<file path="config.mk">
export PLATFORM = sky130hd
export DESIGN_NAME = necklace_count_mod_prime
export DESIGN_NICKNAME = d
export VERILOG_FILES = /design/src/design/ncl_pkg.sv /design/src/design/necklace_count_mod_prime.sv /design/src/design/ncl_front.sv /design/src/design/ncl_queue.sv /design/src/design/ncl_mulmod.sv /design/src/design/ncl_back.sv
export SDC_FILE = /design/constraint.sdc
export NUM_CORES = 1
export LEC_CHECK = 0
export ABC_CLOCK_PERIOD_IN_PS = 7900
export BUFFER_PORTS_ARGS = -buffer_cell sky130_fd_sc_hd__buf_2
export CAP_MARGIN = 10
export CORE_ASPECT_RATIO = 0.7
export CORE_MARGIN = 3
export CORE_UTILIZATION = 47
export CTS_BUF_LIST = sky130_fd_sc_hd__clkbuf_8
export CTS_CLUSTER_DIAMETER = 80
export DETAILED_ROUTE_END_ITERATION = 6
export PLACE_DENSITY = 0.69
export REMOVE_ABC_BUFFERS = 1
export SLEW_MARGIN = 20
export SYNTH_ARGS = -nofsm -noshare
export SYNTH_HDL_FRONTEND = slang
export SYNTH_HIERARCHICAL = 1
export SYNTH_SLANG_ARGS = --single-unit
</file>
<file path="constraint.sdc">
create_clock -name aclk -period 7.9 [get_ports aclk]
set_clock_uncertainty 0.15 [all_clocks]
set_input_delay 1.58 -clock aclk [delete_from_list [all_inputs] [get_ports aclk]]
set_output_delay 1.58 -clock aclk [all_outputs]
set_load 0.02 [all_outputs]
</file>
<file path="src/design/ncl_pkg.sv">
// Shared constants and types for the necklace counter.
`default_nettype none
package ncl_pkg;

    localparam int LEN_W = 21;
    localparam int COL_W = 30;
    localparam int SH_W  = 5;

    localparam logic [COL_W-1:0] PRIME   = 30'd1000000007;
    localparam logic [COL_W-1:0] INV_EXP = 30'd1000000005;   // prime - 2 (Fermat inverse)
    localparam logic [LEN_W-1:0] MAX_N   = 21'd1048576;

    // Job handed from the front end to the back end.
    typedef struct packed {
        logic             zero;   // result is 0 without any work
        logic [LEN_W-1:0] len;
        logic [COL_W-1:0] col;    // already reduced mod prime
    } job_t;

    typedef struct packed {
        logic             start;
        logic [COL_W-1:0] a;
        logic [COL_W-1:0] b;
    } mm_req_t;

    typedef struct packed {
        logic             done;
        logic [COL_W-1:0] res;
    } mm_rsp_t;

    typedef enum logic [2:0] {
        ST_IDLE,
        ST_GCD_INIT,
        ST_GCD,
        ST_POW,
        ST_MUL_ACC,
        ST_MUL_SQR,
        ST_MUL_FIN,
        ST_OUT
    } back_state_t;

endpackage
`default_nettype wire

</file>
<file path="src/design/necklace_count_mod_prime.sv">
// Top level of the necklace counter modulo 1000000007.
//
//  channel | dir | tdata bits (low first)                     | width
//  s_      | in  | necklace_length[20:0], colour_count[50:21] | 56
//  m_      | out | necklace_count[29:0]                       | 32
//
// An item of length n takes, per k in 0..n-1, a binary gcd plus a
// square-and-multiply power in which each modular product is issued and
// then waits on the multiplier, then the Fermat exponent p-2
// (29 squares and 15 multiplies, 44 products) and one final product. The
// bit-serial modular multiplier sets the pace. Zero or oversize lengths
// skip this work and give 0. Reset is synchronous, active low; the two-entry
// queue keeps taking items until full while a result waits on m_tready.
`default_nettype none
module necklace_count_mod_prime
    import ncl_pkg::*;
(
    input  wire logic        aclk,
    input  wire logic        aresetn,
    input  wire logic        s_tvalid,
    output logic             s_tready,
    input  wire logic [55:0] s_tdata,   // [20:0] necklace_length, [50:21] colour_count
    output logic             m_tvalid,
    input  wire logic        m_tready,
    output logic [31:0]      m_tdata    // [29:0] necklace_count
);

    job_t    push_job, pop_job;
    logic    push, pop, full, empty;
    mm_req_t mm_req;
    mm_rsp_t mm_rsp;

    ncl_front u_front (
        .s_tvalid (s_tvalid),
        .s_tready (s_tready),
        .s_tdata  (s_tdata),
        .q_full   (full),
        .q_push   (push),
        .q_job    (push_job)
    );

    ncl_queue u_queue (
        .aclk     (aclk),
        .aresetn  (aresetn),
        .push     (push),
        .push_job (push_job),
        .full     (full),
        .pop      (pop),
        .pop_job  (pop_job),
        .empty    (empty)
    );

    ncl_mulmod u_mulmod (
        .aclk    (aclk),
        .aresetn (aresetn),
        .req     (mm_req),
        .rsp     (mm_rsp)
    );

    ncl_back u_back (
        .aclk     (aclk),
        .aresetn  (aresetn),
        .q_empty  (empty),
        .q_job    (pop_job),
        .q_pop    (pop),
        .mm_req   (mm_req),
        .mm_rsp   (mm_rsp),
        .m_tvalid (m_tvalid),
        .m_tready (m_tready),
        .m_tdata  (m_tdata)
    );

endmodule
`default_nettype wire

</file>
<file path="src/design/ncl_front.sv">
// Front end: takes input items, reduces the colour count and flags trivial items.
`default_nettype none
module ncl_front
    import ncl_pkg::*;
(
    input  wire logic        s_tvalid,
    output logic             s_tready,
    input  wire logic [55:0] s_tdata,   // [20:0] necklace_length, [50:21] colour_count
    input  wire logic        q_full,
    output logic             q_push,
    output job_t             q_job
);

    logic [LEN_W-1:0] len;
    logic [COL_W-1:0] col;

    assign len = s_tdata[LEN_W-1:0];
    assign col = s_tdata[LEN_W+COL_W-1:LEN_W];

    assign s_tready = !q_full;
    assign q_push   = s_tvalid && !q_full;

    always_comb begin
        q_job.len  = len;
        q_job.zero = (len == '0) || (len > MAX_N);
        // colour count is below twice the prime, one subtract suffices
        q_job.col  = (col >= PRIME) ? (col - PRIME) : col;
    end

endmodule
`default_nettype wire

</file>
<file path="src/design/ncl_queue.sv">
// Two-entry job queue between front and back end.
`default_nettype none
module ncl_queue
    import ncl_pkg::*;
(
    input  wire logic aclk,
    input  wire logic aresetn,
    input  wire logic push,
    input  job_t      push_job,
    output logic      full,
    input  wire logic pop,
    output job_t      pop_job,
    output logic      empty
);

    job_t       slot_reg [2];
    logic       wr_ptr_reg, wr_ptr_next;
    logic       rd_ptr_reg, rd_ptr_next;
    logic [1:0] cnt_reg, cnt_next;

    assign full    = (cnt_reg == 2'd2);
    assign empty   = (cnt_reg == 2'd0);
    assign pop_job = slot_reg[rd_ptr_reg];

    always_comb begin
        wr_ptr_next = wr_ptr_reg ^ push;
        rd_ptr_next = rd_ptr_reg ^ pop;
        cnt_next    = cnt_reg + {1'b0, push} - {1'b0, pop};
    end

    always_ff @(posedge aclk) begin
        if (!aresetn) begin
            wr_ptr_reg <= 1'b0;
            rd_ptr_reg <= 1'b0;
            cnt_reg    <= 2'd0;
        end else begin
            wr_ptr_reg <= wr_ptr_next;
            rd_ptr_reg <= rd_ptr_next;
            cnt_reg    <= cnt_next;
        end
    end

    always_ff @(posedge aclk) begin
        if (push) begin
            slot_reg[wr_ptr_reg] <= push_job;
        end
    end

endmodule
`default_nettype wire

</file>
<file path="src/design/ncl_mulmod.sv">
// Bit-serial modular multiplier, one bit of b per cycle, MSB first.
`default_nettype none
module ncl_mulmod
    import ncl_pkg::*;
(
    input  wire logic aclk,
    input  wire logic aresetn,
    input  mm_req_t   req,
    output mm_rsp_t   rsp
);

    logic [COL_W-1:0] a_reg, b_reg, acc_reg, acc_next;
    logic [SH_W-1:0]  cnt_reg;
    logic             busy_reg, done_reg;
    logic [COL_W:0]   dbl, dbl_r, sum, sum_r;

    always_comb begin
        dbl   = {acc_reg, 1'b0};
        dbl_r = (dbl >= {1'b0, PRIME}) ? (dbl - {1'b0, PRIME}) : dbl;
        sum   = dbl_r + (b_reg[COL_W-1] ? {1'b0, a_reg} : '0);
        sum_r = (sum >= {1'b0, PRIME}) ? (sum - {1'b0, PRIME}) : sum;
        acc_next = sum_r[COL_W-1:0];
    end

    always_ff @(posedge aclk) begin
        if (!aresetn) begin
            busy_reg <= 1'b0;
            done_reg <= 1'b0;
            cnt_reg  <= '0;
        end else begin
            done_reg <= 1'b0;
            if (req.start) begin
                busy_reg <= 1'b1;
                cnt_reg  <= '0;
            end else if (busy_reg) begin
                cnt_reg <= cnt_reg + 1'b1;
                if (cnt_reg == SH_W'(COL_W - 1)) begin
                    busy_reg <= 1'b0;
                    done_reg <= 1'b1;
                end
            end
        end
    end

    always_ff @(posedge aclk) begin
        if (req.start) begin
            a_reg   <= req.a;
            b_reg   <= req.b;
            acc_reg <= '0;
        end else if (busy_reg) begin
            acc_reg <= acc_next;
            b_reg   <= {b_reg[COL_W-2:0], 1'b0};
        end
    end

    assign rsp.done = done_reg;
    assign rsp.res  = acc_reg;

endmodule
`default_nettype wire

</file>
<file path="src/design/ncl_back.sv">
// Back end: gcd sum of colour powers, Fermat inverse of n, result register.
`default_nettype none
module ncl_back
    import ncl_pkg::*;
(
    input  wire logic        aclk,
    input  wire logic        aresetn,
    input  wire logic        q_empty,
    input  job_t             q_job,
    output logic             q_pop,
    output mm_req_t          mm_req,
    input  mm_rsp_t          mm_rsp,
    output logic             m_tvalid,
    input  wire logic        m_tready,
    output logic [31:0]      m_tdata    // [29:0] necklace_count
);

    back_state_t      state_reg, state_next;
    logic [LEN_W-1:0] n_reg, n_next, k_reg, k_next;
    logic [LEN_W-1:0] ga_reg, ga_next, gb_reg, gb_next;
    logic [SH_W-1:0]  sh_reg, sh_next;
    logic [COL_W-1:0] m_reg, m_next, sum_reg, sum_next;
    logic [COL_W-1:0] acc_reg, acc_next, base_reg, base_next, exp_reg, exp_next;
    logic [COL_W-1:0] res_reg, res_next;
    logic             inv_reg, inv_next;
    logic [LEN_W-1:0] gcd_val;
    logic [COL_W:0]   add_raw;
    logic [COL_W-1:0] add_mod;

    always_comb begin
        gcd_val = ((ga_reg == '0) ? gb_reg : ga_reg) << sh_reg;
        add_raw = {1'b0, sum_reg} + {1'b0, acc_reg};
        add_mod = (add_raw >= {1'b0, PRIME}) ? COL_W'(add_raw - {1'b0, PRIME})
                                             : add_raw[COL_W-1:0];
    end

    always_comb begin
        state_next = state_reg;
        n_next     = n_reg;
        k_next     = k_reg;
        ga_next    = ga_reg;
        gb_next    = gb_reg;
        sh_next    = sh_reg;
        m_next     = m_reg;
        sum_next   = sum_reg;
        acc_next   = acc_reg;
        base_next  = base_reg;
        exp_next   = exp_reg;
        res_next   = res_reg;
        inv_next   = inv_reg;
        q_pop      = 1'b0;
        mm_req     = '{start: 1'b0, a: acc_reg, b: base_reg};
        m_tvalid   = 1'b0;

        unique case (state_reg)
            ST_IDLE: begin
                if (!q_empty) begin
                    q_pop    = 1'b1;
                    inv_next = 1'b0;
                    if (q_job.zero) begin
                        res_next   = '0;
                        state_next = ST_OUT;
                    end else begin
                        n_next     = q_job.len;
                        m_next     = q_job.col;
                        k_next     = '0;
                        sum_next   = '0;
                        state_next = ST_GCD_INIT;
                    end
                end
            end
            ST_GCD_INIT: begin
                ga_next    = n_reg;
                gb_next    = k_reg;
                sh_next    = '0;
                state_next = ST_GCD;
            end
            ST_GCD: begin
                // binary gcd, one step a cycle
                if (ga_reg == '0 || gb_reg == '0) begin
                    exp_next   = {{(COL_W-LEN_W){1'b0}}, gcd_val};
                    base_next  = m_reg;
                    acc_next   = COL_W'(1);
                    state_next = ST_POW;
                end else if (!ga_reg[0] && !gb_reg[0]) begin
                    ga_next = ga_reg >> 1;
                    gb_next = gb_reg >> 1;
                    sh_next = sh_reg + 1'b1;
                end else if (!ga_reg[0]) begin
                    ga_next = ga_reg >> 1;
                end else if (!gb_reg[0]) begin
                    gb_next = gb_reg >> 1;
                end else if (ga_reg >= gb_reg) begin
                    ga_next = (ga_reg - gb_reg) >> 1;
                end else begin
                    gb_next = (gb_reg - ga_reg) >> 1;
                end
            end
            ST_POW: begin
                if (exp_reg == '0) begin
                    if (inv_reg) begin
                        mm_req     = '{start: 1'b1, a: sum_reg, b: acc_reg};
                        state_next = ST_MUL_FIN;
                    end else begin
                        sum_next = add_mod;
                        if (k_reg == n_reg - 1'b1) begin
                            // all terms summed: now n^(p-2)
                            inv_next  = 1'b1;
                            base_next = {{(COL_W-LEN_W){1'b0}}, n_reg};
                            exp_next  = INV_EXP;
                            acc_next  = COL_W'(1);
                        end else begin
                            k_next     = k_reg + 1'b1;
                            state_next = ST_GCD_INIT;
                        end
                    end
                end else if (exp_reg[0]) begin
                    mm_req     = '{start: 1'b1, a: acc_reg, b: base_reg};
                    state_next = ST_MUL_ACC;
                end else begin
                    mm_req     = '{start: 1'b1, a: base_reg, b: base_reg};
                    state_next = ST_MUL_SQR;
                end
            end
            ST_MUL_ACC: begin
                if (mm_rsp.done) begin
                    acc_next   = mm_rsp.res;
                    exp_next   = {exp_reg[COL_W-1:1], 1'b0};
                    state_next = ST_POW;
                end
            end
            ST_MUL_SQR: begin
                if (mm_rsp.done) begin
                    base_next  = mm_rsp.res;
                    exp_next   = exp_reg >> 1;
                    state_next = ST_POW;
                end
            end
            ST_MUL_FIN: begin
                if (mm_rsp.done) begin
                    res_next   = mm_rsp.res;
                    state_next = ST_OUT;
                end
            end
            ST_OUT: begin
                m_tvalid = 1'b1;
                if (m_tready) begin
                    state_next = ST_IDLE;
                end
            end
            default: begin
                state_next = ST_IDLE;
            end
        endcase
    end

    always_ff @(posedge aclk) begin
        if (!aresetn) begin
            state_reg <= ST_IDLE;
        end else begin
            state_reg <= state_next;
        end
    end

    always_ff @(posedge aclk) begin
        n_reg    <= n_next;
        k_reg    <= k_next;
        ga_reg   <= ga_next;
        gb_reg   <= gb_next;
        sh_reg   <= sh_next;
        m_reg    <= m_next;
        sum_reg  <= sum_next;
        acc_reg  <= acc_next;
        base_reg <= base_next;
        exp_reg  <= exp_next;
        res_reg  <= res_next;
        inv_reg  <= inv_next;
    end

    assign m_tdata = {2'b00, res_reg};

endmodule
`default_nettype wire
</file>
Yosys cells after proc, flatten, opt, wreduce, memory -nomap -nowiden

Memory sizes are Yosys's and may differ from the RTL's. A register that Yosys moved wholly into a read port is not among the register bits.
Index checks and enable logic that the tools add are counted.

Bits in registers: 374
Latch bits: 0
Memory bits (writable): 104
ROM bits: 0
Bits of input ports: 60
Output and inout bits: 34
Logic and storage cells: 207
Memories: 1

Memory list:

| name             | depth | bits a word | read ports | clocked after Yosys merged registers in | write ports | RTL line        | RTL |
|---|---|---|---|---|---|---|---|
| u_queue.slot_reg | 2     | 52          | 1          | 1                                       | 1           | ncl_queue.sv:16 | `job_t slot_reg [2];` |

Add/subtract/negate cells: 14
Multiply operators: 0
Divide/modulo/power cells: 0
Magnitude comparators: 6
Equal/unequal tests: 30
Shift-type cells: 1
Muxes and demuxes: 85
Bitwise gates (word level): 7
Reductions and logical operators: 38

Operators by type and width:

| kind                   | number |
|---|---|
| $mux 30                | 26 |
| $mux 21                | 16 |
| $mux 61                | 3 |
| $pmux 30 s3            | 2 |
| $pmux 21 s2            | 3 |
| $pmux 30 s2            | 2 |
| $pmux 30 s4            | 1 |
| $ge 31x30->1 const B   | 3 |
| $sub 30x30->30 const B | 3 |
| $logic_not 21->1       | 3 |
| $mux 60                | 1 |
| $sub 21x21->21         | 2 |
| $add 30x30->31         | 1 |
| $add 31x30->31         | 1 |
| $mux 31                | 1 |
| $sub 31x30->31 const B | 1 |
| $ge 30x30->1 const B   | 1 |
| $logic_not 30->1       | 1 |
| $mux 3                 | 9 |
| $reduce_and 6->1       | 4 |
| $add 21x1->21 const B  | 1 |
| $eq 21x21->1           | 1 |
| $ge 21x21->1           | 1 |
| $gt 21x21->1 const B   | 1 |
| other kinds (37)       | 93 |

Longest topological paths before layout

Depth after elaboration: 7
Mapped depth: 27
Gate-level depth less buffers: 23

Cells and area by module

The synthesis kept the hierarchy.

Modules (own cells, without submodules):

| module     | times used | cells an instance | area an instance (µm²) |
|---|---|---|---|
| ncl_back   | 1          | 2,000             | 18,960.7 |
| ncl_mulmod | 1          | 819               | 7,369.6 |
| ncl_queue  | 1          | 183               | 4,241.6 |
| ncl_front  | 1          | 145               | 999.7 |

Worst setup path before layout

No wires, ideal clock.

Kind: register -> register
Start point: register u_back.state_reg[2]
End point: register u_back.k_reg[0], enable pin
Library setup time: 431 ps
Arrival time: 6,522 ps
Data required time: 7,319 ps
Slack: 796 ps
Stages on the path, launching flop included: 7
Buffers on the path: 1
Period minus slack after synthesis: 7,104 ps
Cells stage by stage: dfxtp_1 clkbuf_1 nor4_1 nor2b_1 nor2_1 nor2_1 a21boi_0

Longest elaborated chain between the ends: 3
Elaborated cells on any way between the ends: 9

Ends and longest elaborated chain:

| item                                               | RTL line        | RTL |
|---|---|---|
| start: declaration                                 | ncl_back.sv:18  | `back_state_t state_reg, state_next;` |
| start signal: assignment                           | ncl_back.sv:161 | `state_reg <= state_next;` |
| $eq 3x2->1 or $logic_not 3->1 (tied branches)      | ncl_back.sv:55  | `unique case (state_reg)` |
| $ne 2x2->1 (no line), or another cell as far along | n/a             |  |
| $reduce_and 6->1 (no line) *                       | n/a             |  |
| end signal: assignment                             | ncl_back.sv:167 | `k_reg <= k_next;` |
| end: declaration                                   | ncl_back.sv:19  | `logic [LEN_W-1:0] n_reg, n_next, k_reg, k_next;` |

Mark *: on every way between the ends. The rest lies on a longest branch, timed or not.
A chain may end at the register's enable or synchronous reset.

Worst setup path in the final report

Start point: register u_mulmod.acc_reg[4]
End point: register u_mulmod.acc_reg[24]

Longest elaborated chain between the ends: 5
Elaborated cells on any way between the ends: 7

Ends and longest elaborated chain:

| item                                           | RTL line         | RTL |
|---|---|---|
| start: declaration                             | ncl_mulmod.sv:12 | `logic [COL_W-1:0] a_reg, b_reg, acc_reg, acc_next;` |
| start signal: assignment                       | ncl_mulmod.sv:51 | `acc_reg <= acc_next;` |
| $sub 31x30->31 or $ge 31x30->1 (tied branches) | ncl_mulmod.sv:19 | `dbl_r = (dbl >= {1'b0, PRIME}) ? (dbl - {1'b0, PRIME}) : dbl;` |
| $mux 31 *                                      | ncl_mulmod.sv:19 |  |
| $add 31x30->31 *                               | ncl_mulmod.sv:20 | `sum = dbl_r + (b_reg[COL_W-1] ? {1'b0, a_reg} : '0);` |
| $sub 30x30->30 or $ge 31x30->1 (tied branches) | ncl_mulmod.sv:21 | `sum_r = (sum >= {1'b0, PRIME}) ? (sum - {1'b0, PRIME}) : sum;` |
| $mux 30 *                                      | ncl_mulmod.sv:21 |  |

Marks and branches as above.

==> impl_metrics.env <==
export IMPL_hpwlAfterDp_um=67500
export IMPL_floorplan_initialDensity_pct=48.1
export IMPL_fin_nets=3341
export IMPL_clock_transition_time_at_the_flip_flop_clock_pins_of_the_worst_setup_and_hold_paths_ns=0.07
export IMPL_worstSetupPathType="reg -> reg"
export IMPL_critical_path_reg2reg_startpoint="u_mulmod/acc_reg[4]"
export IMPL_synthDistinctLibCells=113
export IMPL_min_delay_path_class="reg -> reg"
export IMPL_leakage_nw=12.7
export IMPL_diodes=0
export IMPL_yosys_area_top_type_share_pct=41.3
export IMPL_post_synth_most_frequent_cells="sky130_fd_sc_hd__edfxtp_1 (434), sky130_fd_sc_hd__nor2_1 (303), sky130_fd_sc_hd__nand2_1 (239)"
export IMPL_critical_path_startpoint_type="flop"
export IMPL_tightest_slew_ns=1.11
export IMPL_fp_dieArea_um2=70400
export IMPL_dr_total_vias=25626
export IMPL_placement_cell_area_um2=32600
export IMPL_clock_insertion_delay_worst_skew_ns=0.69
export IMPL_cts_buffers=75
export IMPL_dr_wl_met2_um=35600
export IMPL_crit_fanout=28
export IMPL_holdCritStartpoint="u_mulmod/cnt_reg[1]"
export IMPL_cp_slowest_stage_delay_ns=0.60
export IMPL_synth_top_cells_by_area="sky130_fd_sc_hd__edfxtp_1 (41%), sky130_fd_sc_hd__ha_1 (4.7%), sky130_fd_sc_hd__nor2_1 (3.6%), sky130_fd_sc_hd__mux2_2 (3.4%), sky130_fd_sc_hd__a21oi_1 (3.4%)"
export IMPL_grt_max_degree=99
export IMPL_met3WireLength_um=11400
export IMPL_route_layer_met1_wl_um=42800
export IMPL_timing_max_transition_violations_final=0
export IMPL_largest_register_ff_count=104
export IMPL_avgViaCountPerCell=6.25
export IMPL_syn_to_final_growth_pct=8.03
export IMPL_wl_um=91400
export IMPL_ys_seq_area_share_pct=44.1
export IMPL_synth_edf_count=434
export IMPL_fraction_of_final_layout_cells_with_drive_strength_greater_than_1_pct=14.4
export IMPL_clk_path_buf_depth=3
export IMPL_globalplace_congestion=0.975
export IMPL_cts_hold_buffers=0
export IMPL_timing_critical_path_buf_inv=4
export IMPL_crit_path_cell_trace="nor4_1 -> a21boi_0 -> o21ai_0 -> buf_4 -> nand2_1 -> inv_1 -> o21a_1 -> inv_1 -> nand2_1 -> nor2_1 -> xor2_1 -> ha_1 -> a21oi_2 -> o221ai_2 -> nor2b_1 -> or4_1 -> a21oi_2 -> o21ai_1 -> xor2_1 -> nand3_1 -> o31a_1 -> buf_12 -> or4_1 -> a311oi_1"
export IMPL_irDropWorstVdd_v=0.000186
export IMPL_syn_mean_instance_area_um2=10.0
export IMPL_worst_ep_required_time_ns=8.35
export IMPL_route_detailed_drc=1
export IMPL_overflow=0
export IMPL_final_setup_tns_ns=0
export IMPL_die_height_um=223
export IMPL_layout_cells_non_filler=4101
export IMPL_final_hold_violation_count=0
export IMPL_synthesis_area_um2=31600
export IMPL_htree_levels=3
export IMPL_cts_sinks=479
export IMPL_timing_max_cap_violations=0
export IMPL_period_share_pct=84.3
export IMPL_synth_async_reset_ratio_pct=0
export IMPL_violations="design-rule violations"
export IMPL_worst_ep_arrival_time_ns=7.11
export IMPL_max_freq_mhz=150
export IMPL_yosysWarnings=6
export IMPL_critPathCaptureType="flop"
export IMPL_pin_count=94
export IMPL_inst_count_dp=3960
export IMPL_detailedRoute_firstIterationViolations=3344
export IMPL_die_width_um=316
export IMPL_placement_io_buffers=86
export IMPL_cts_resized_gates=0
export IMPL_gr_usage_all_layers_pct=25.3
export IMPL_number_of_placement_rows=78
export IMPL_cp_top_family="compound AO/OA/AOI/OAI gates"
export IMPL_p_per_area_nw_per_um2=453
export IMPL_setup_viol=0
export IMPL_finalCriticalPeriod_ns=6.66
export IMPL_status="complete, but fails checks"
export IMPL_post_synth_inst_count=3147
export IMPL_post_synth_top_area_cell="sky130_fd_sc_hd__edfxtp_1"
export IMPL_finish_utilization_pct=52.0
export IMPL_core_region_area_um2=65600
export IMPL_synthMostInstantiatedCell="sky130_fd_sc_hd__edfxtp_1"
export IMPL_tritoncts_clock_tree="built"
export IMPL_route_detailed_wl_per_inst_um=22.3
export IMPL_fin_area_um2=34100
export IMPL_remaining_max_slew_budget_at_the_tightest_pin_pct=25.7
export IMPL_critical_path_slowest_cell="sky130_fd_sc_hd__nor4_1"
export IMPL_ys_ff_latch=479
export IMPL_grt_setup_unrepaired="no"
export IMPL_root_buffer="sky130_fd_sc_hd__clkbuf_8"
export IMPL_synth_ff_type="sky130_fd_sc_hd__edfxtp_1"
export IMPL_ant_nets=0
export IMPL_grt_pass1_wl_um=140000
export IMPL_antenna_found_initial=0
export IMPL_post_cts_setup_buffers=0
export IMPL_route_top_layer_used="met4"
export IMPL_first_global_vias=23866
export IMPL_setup_worst_path_start="u_mulmod/acc_reg[4]"
export IMPL_first_pass_iteration_count_of_the_detailed_router=7
==> final cells by class <==
cell class                 count  area [µm²]
sequential                   479       13900
clock buffer                  80        1100
clock inverter                59         403
multi-input combinational   2363       16300
fill                        5860       31500
inverter                     110         413
tap                          880        1100
timing repair buffer         130         801
==> routing by layer <==
| metal | vias up | GRT usage (%) |
|---|---|---|
| met4 | 0 | 5.66 |
| met2 | 1426 | 33.3 |
| met5 | - | 0 |
| li1 | 11719 | - |
| met1 | 12357 | 40.3 |
| met3 | 124 | 7.18 |
==> tightest hold or removal path, cell delays in order, from the launching register on <==
cell and delay [ns]:
sky130_fd_sc_hd__dfxtp_1 0.33, sky130_fd_sc_hd__nor2_1 0.09, sky130_fd_sc_hd__a211oi_1 0.05
==> kinds of logic after synthesis <==
kind of cell    count (synthesis)  synth area share [%]
compound gates                812                  17.6
xor+xnor                      200                  5.62
fa+ha+maj                     122                  4.93
buf+inv                       306                  4.39
flops                         479                  44.1
mux                           187                  7.10
other cells                     1                0.0119
simple gates                 1040                  16.2
==> cells in the final DEF, fill, tap and decap left out, types with 27 or more instances in the layout <==
cell type	instances
sky130_fd_sc_hd__and2_1	114
sky130_fd_sc_hd__nand4_1	34
sky130_fd_sc_hd__nand2_1	238
sky130_fd_sc_hd__o21a_1	32
sky130_fd_sc_hd__xor2_1	85
sky130_fd_sc_hd__clkbuf_8	80
sky130_fd_sc_hd__mux2i_1	41
sky130_fd_sc_hd__o211ai_1	28
sky130_fd_sc_hd__nand3_1	70
sky130_fd_sc_hd__a21oi_1	210
sky130_fd_sc_hd__a21o_1	51
sky130_fd_sc_hd__nor4_1	38
sky130_fd_sc_hd__nor2_1	293
sky130_fd_sc_hd__mux2_4	50
sky130_fd_sc_hd__o22ai_1	38
sky130_fd_sc_hd__buf_2	86
sky130_fd_sc_hd__and3_1	27
sky130_fd_sc_hd__mux2_2	96
sky130_fd_sc_hd__dfxtp_1	44
sky130_fd_sc_hd__xnor2_1	113
sky130_fd_sc_hd__ha_1	116
sky130_fd_sc_hd__buf_4	40
sky130_fd_sc_hd__edfxtp_1	434
sky130_fd_sc_hd__inv_1	131
sky130_fd_sc_hd__nor3_1	76
sky130_fd_sc_hd__o21ai_0	137
==> power by group <==
| group | total (W) | switching, W | internal, W |
|---|---|---|---|
| combinational | 0.00866 | 0.00539 | 0.00327 |
| clock | 0.00215 | 0.00105 | 0.00109 |
| sequential | 0.00465 | 0.000907 | 0.00374 |
| total | 0.0155 | 0.00735 | 0.00811 |
==> final timing paths <==
kind | endpoint | slack (ns) | depth (start not counted)
setup / recovery | u_mulmod/acc_reg[24] | 1.24 | 24
setup reg to reg | u_mulmod/acc_reg[24] | 1.24 | 24
hold reg to reg | u_mulmod/cnt_reg[1] | 0.36 | 2
hold / removal | u_mulmod/cnt_reg[1] | 0.36 | 2
==> through the flow <==
stage,hold slack (ns),setup slack [ns],total power [W]
after global placement,0.343,1.43,0.0128
after detailed placement,0.357,1.38,0.0130
after floorplan,0.315,-1.75,0.0105
final,0.364,1.24,0.0155
after global routing,0.398,0.716,0.0165
after CTS,0.362,1.35,0.0152
Note: power is estimated with default switching activity, not from simulation.
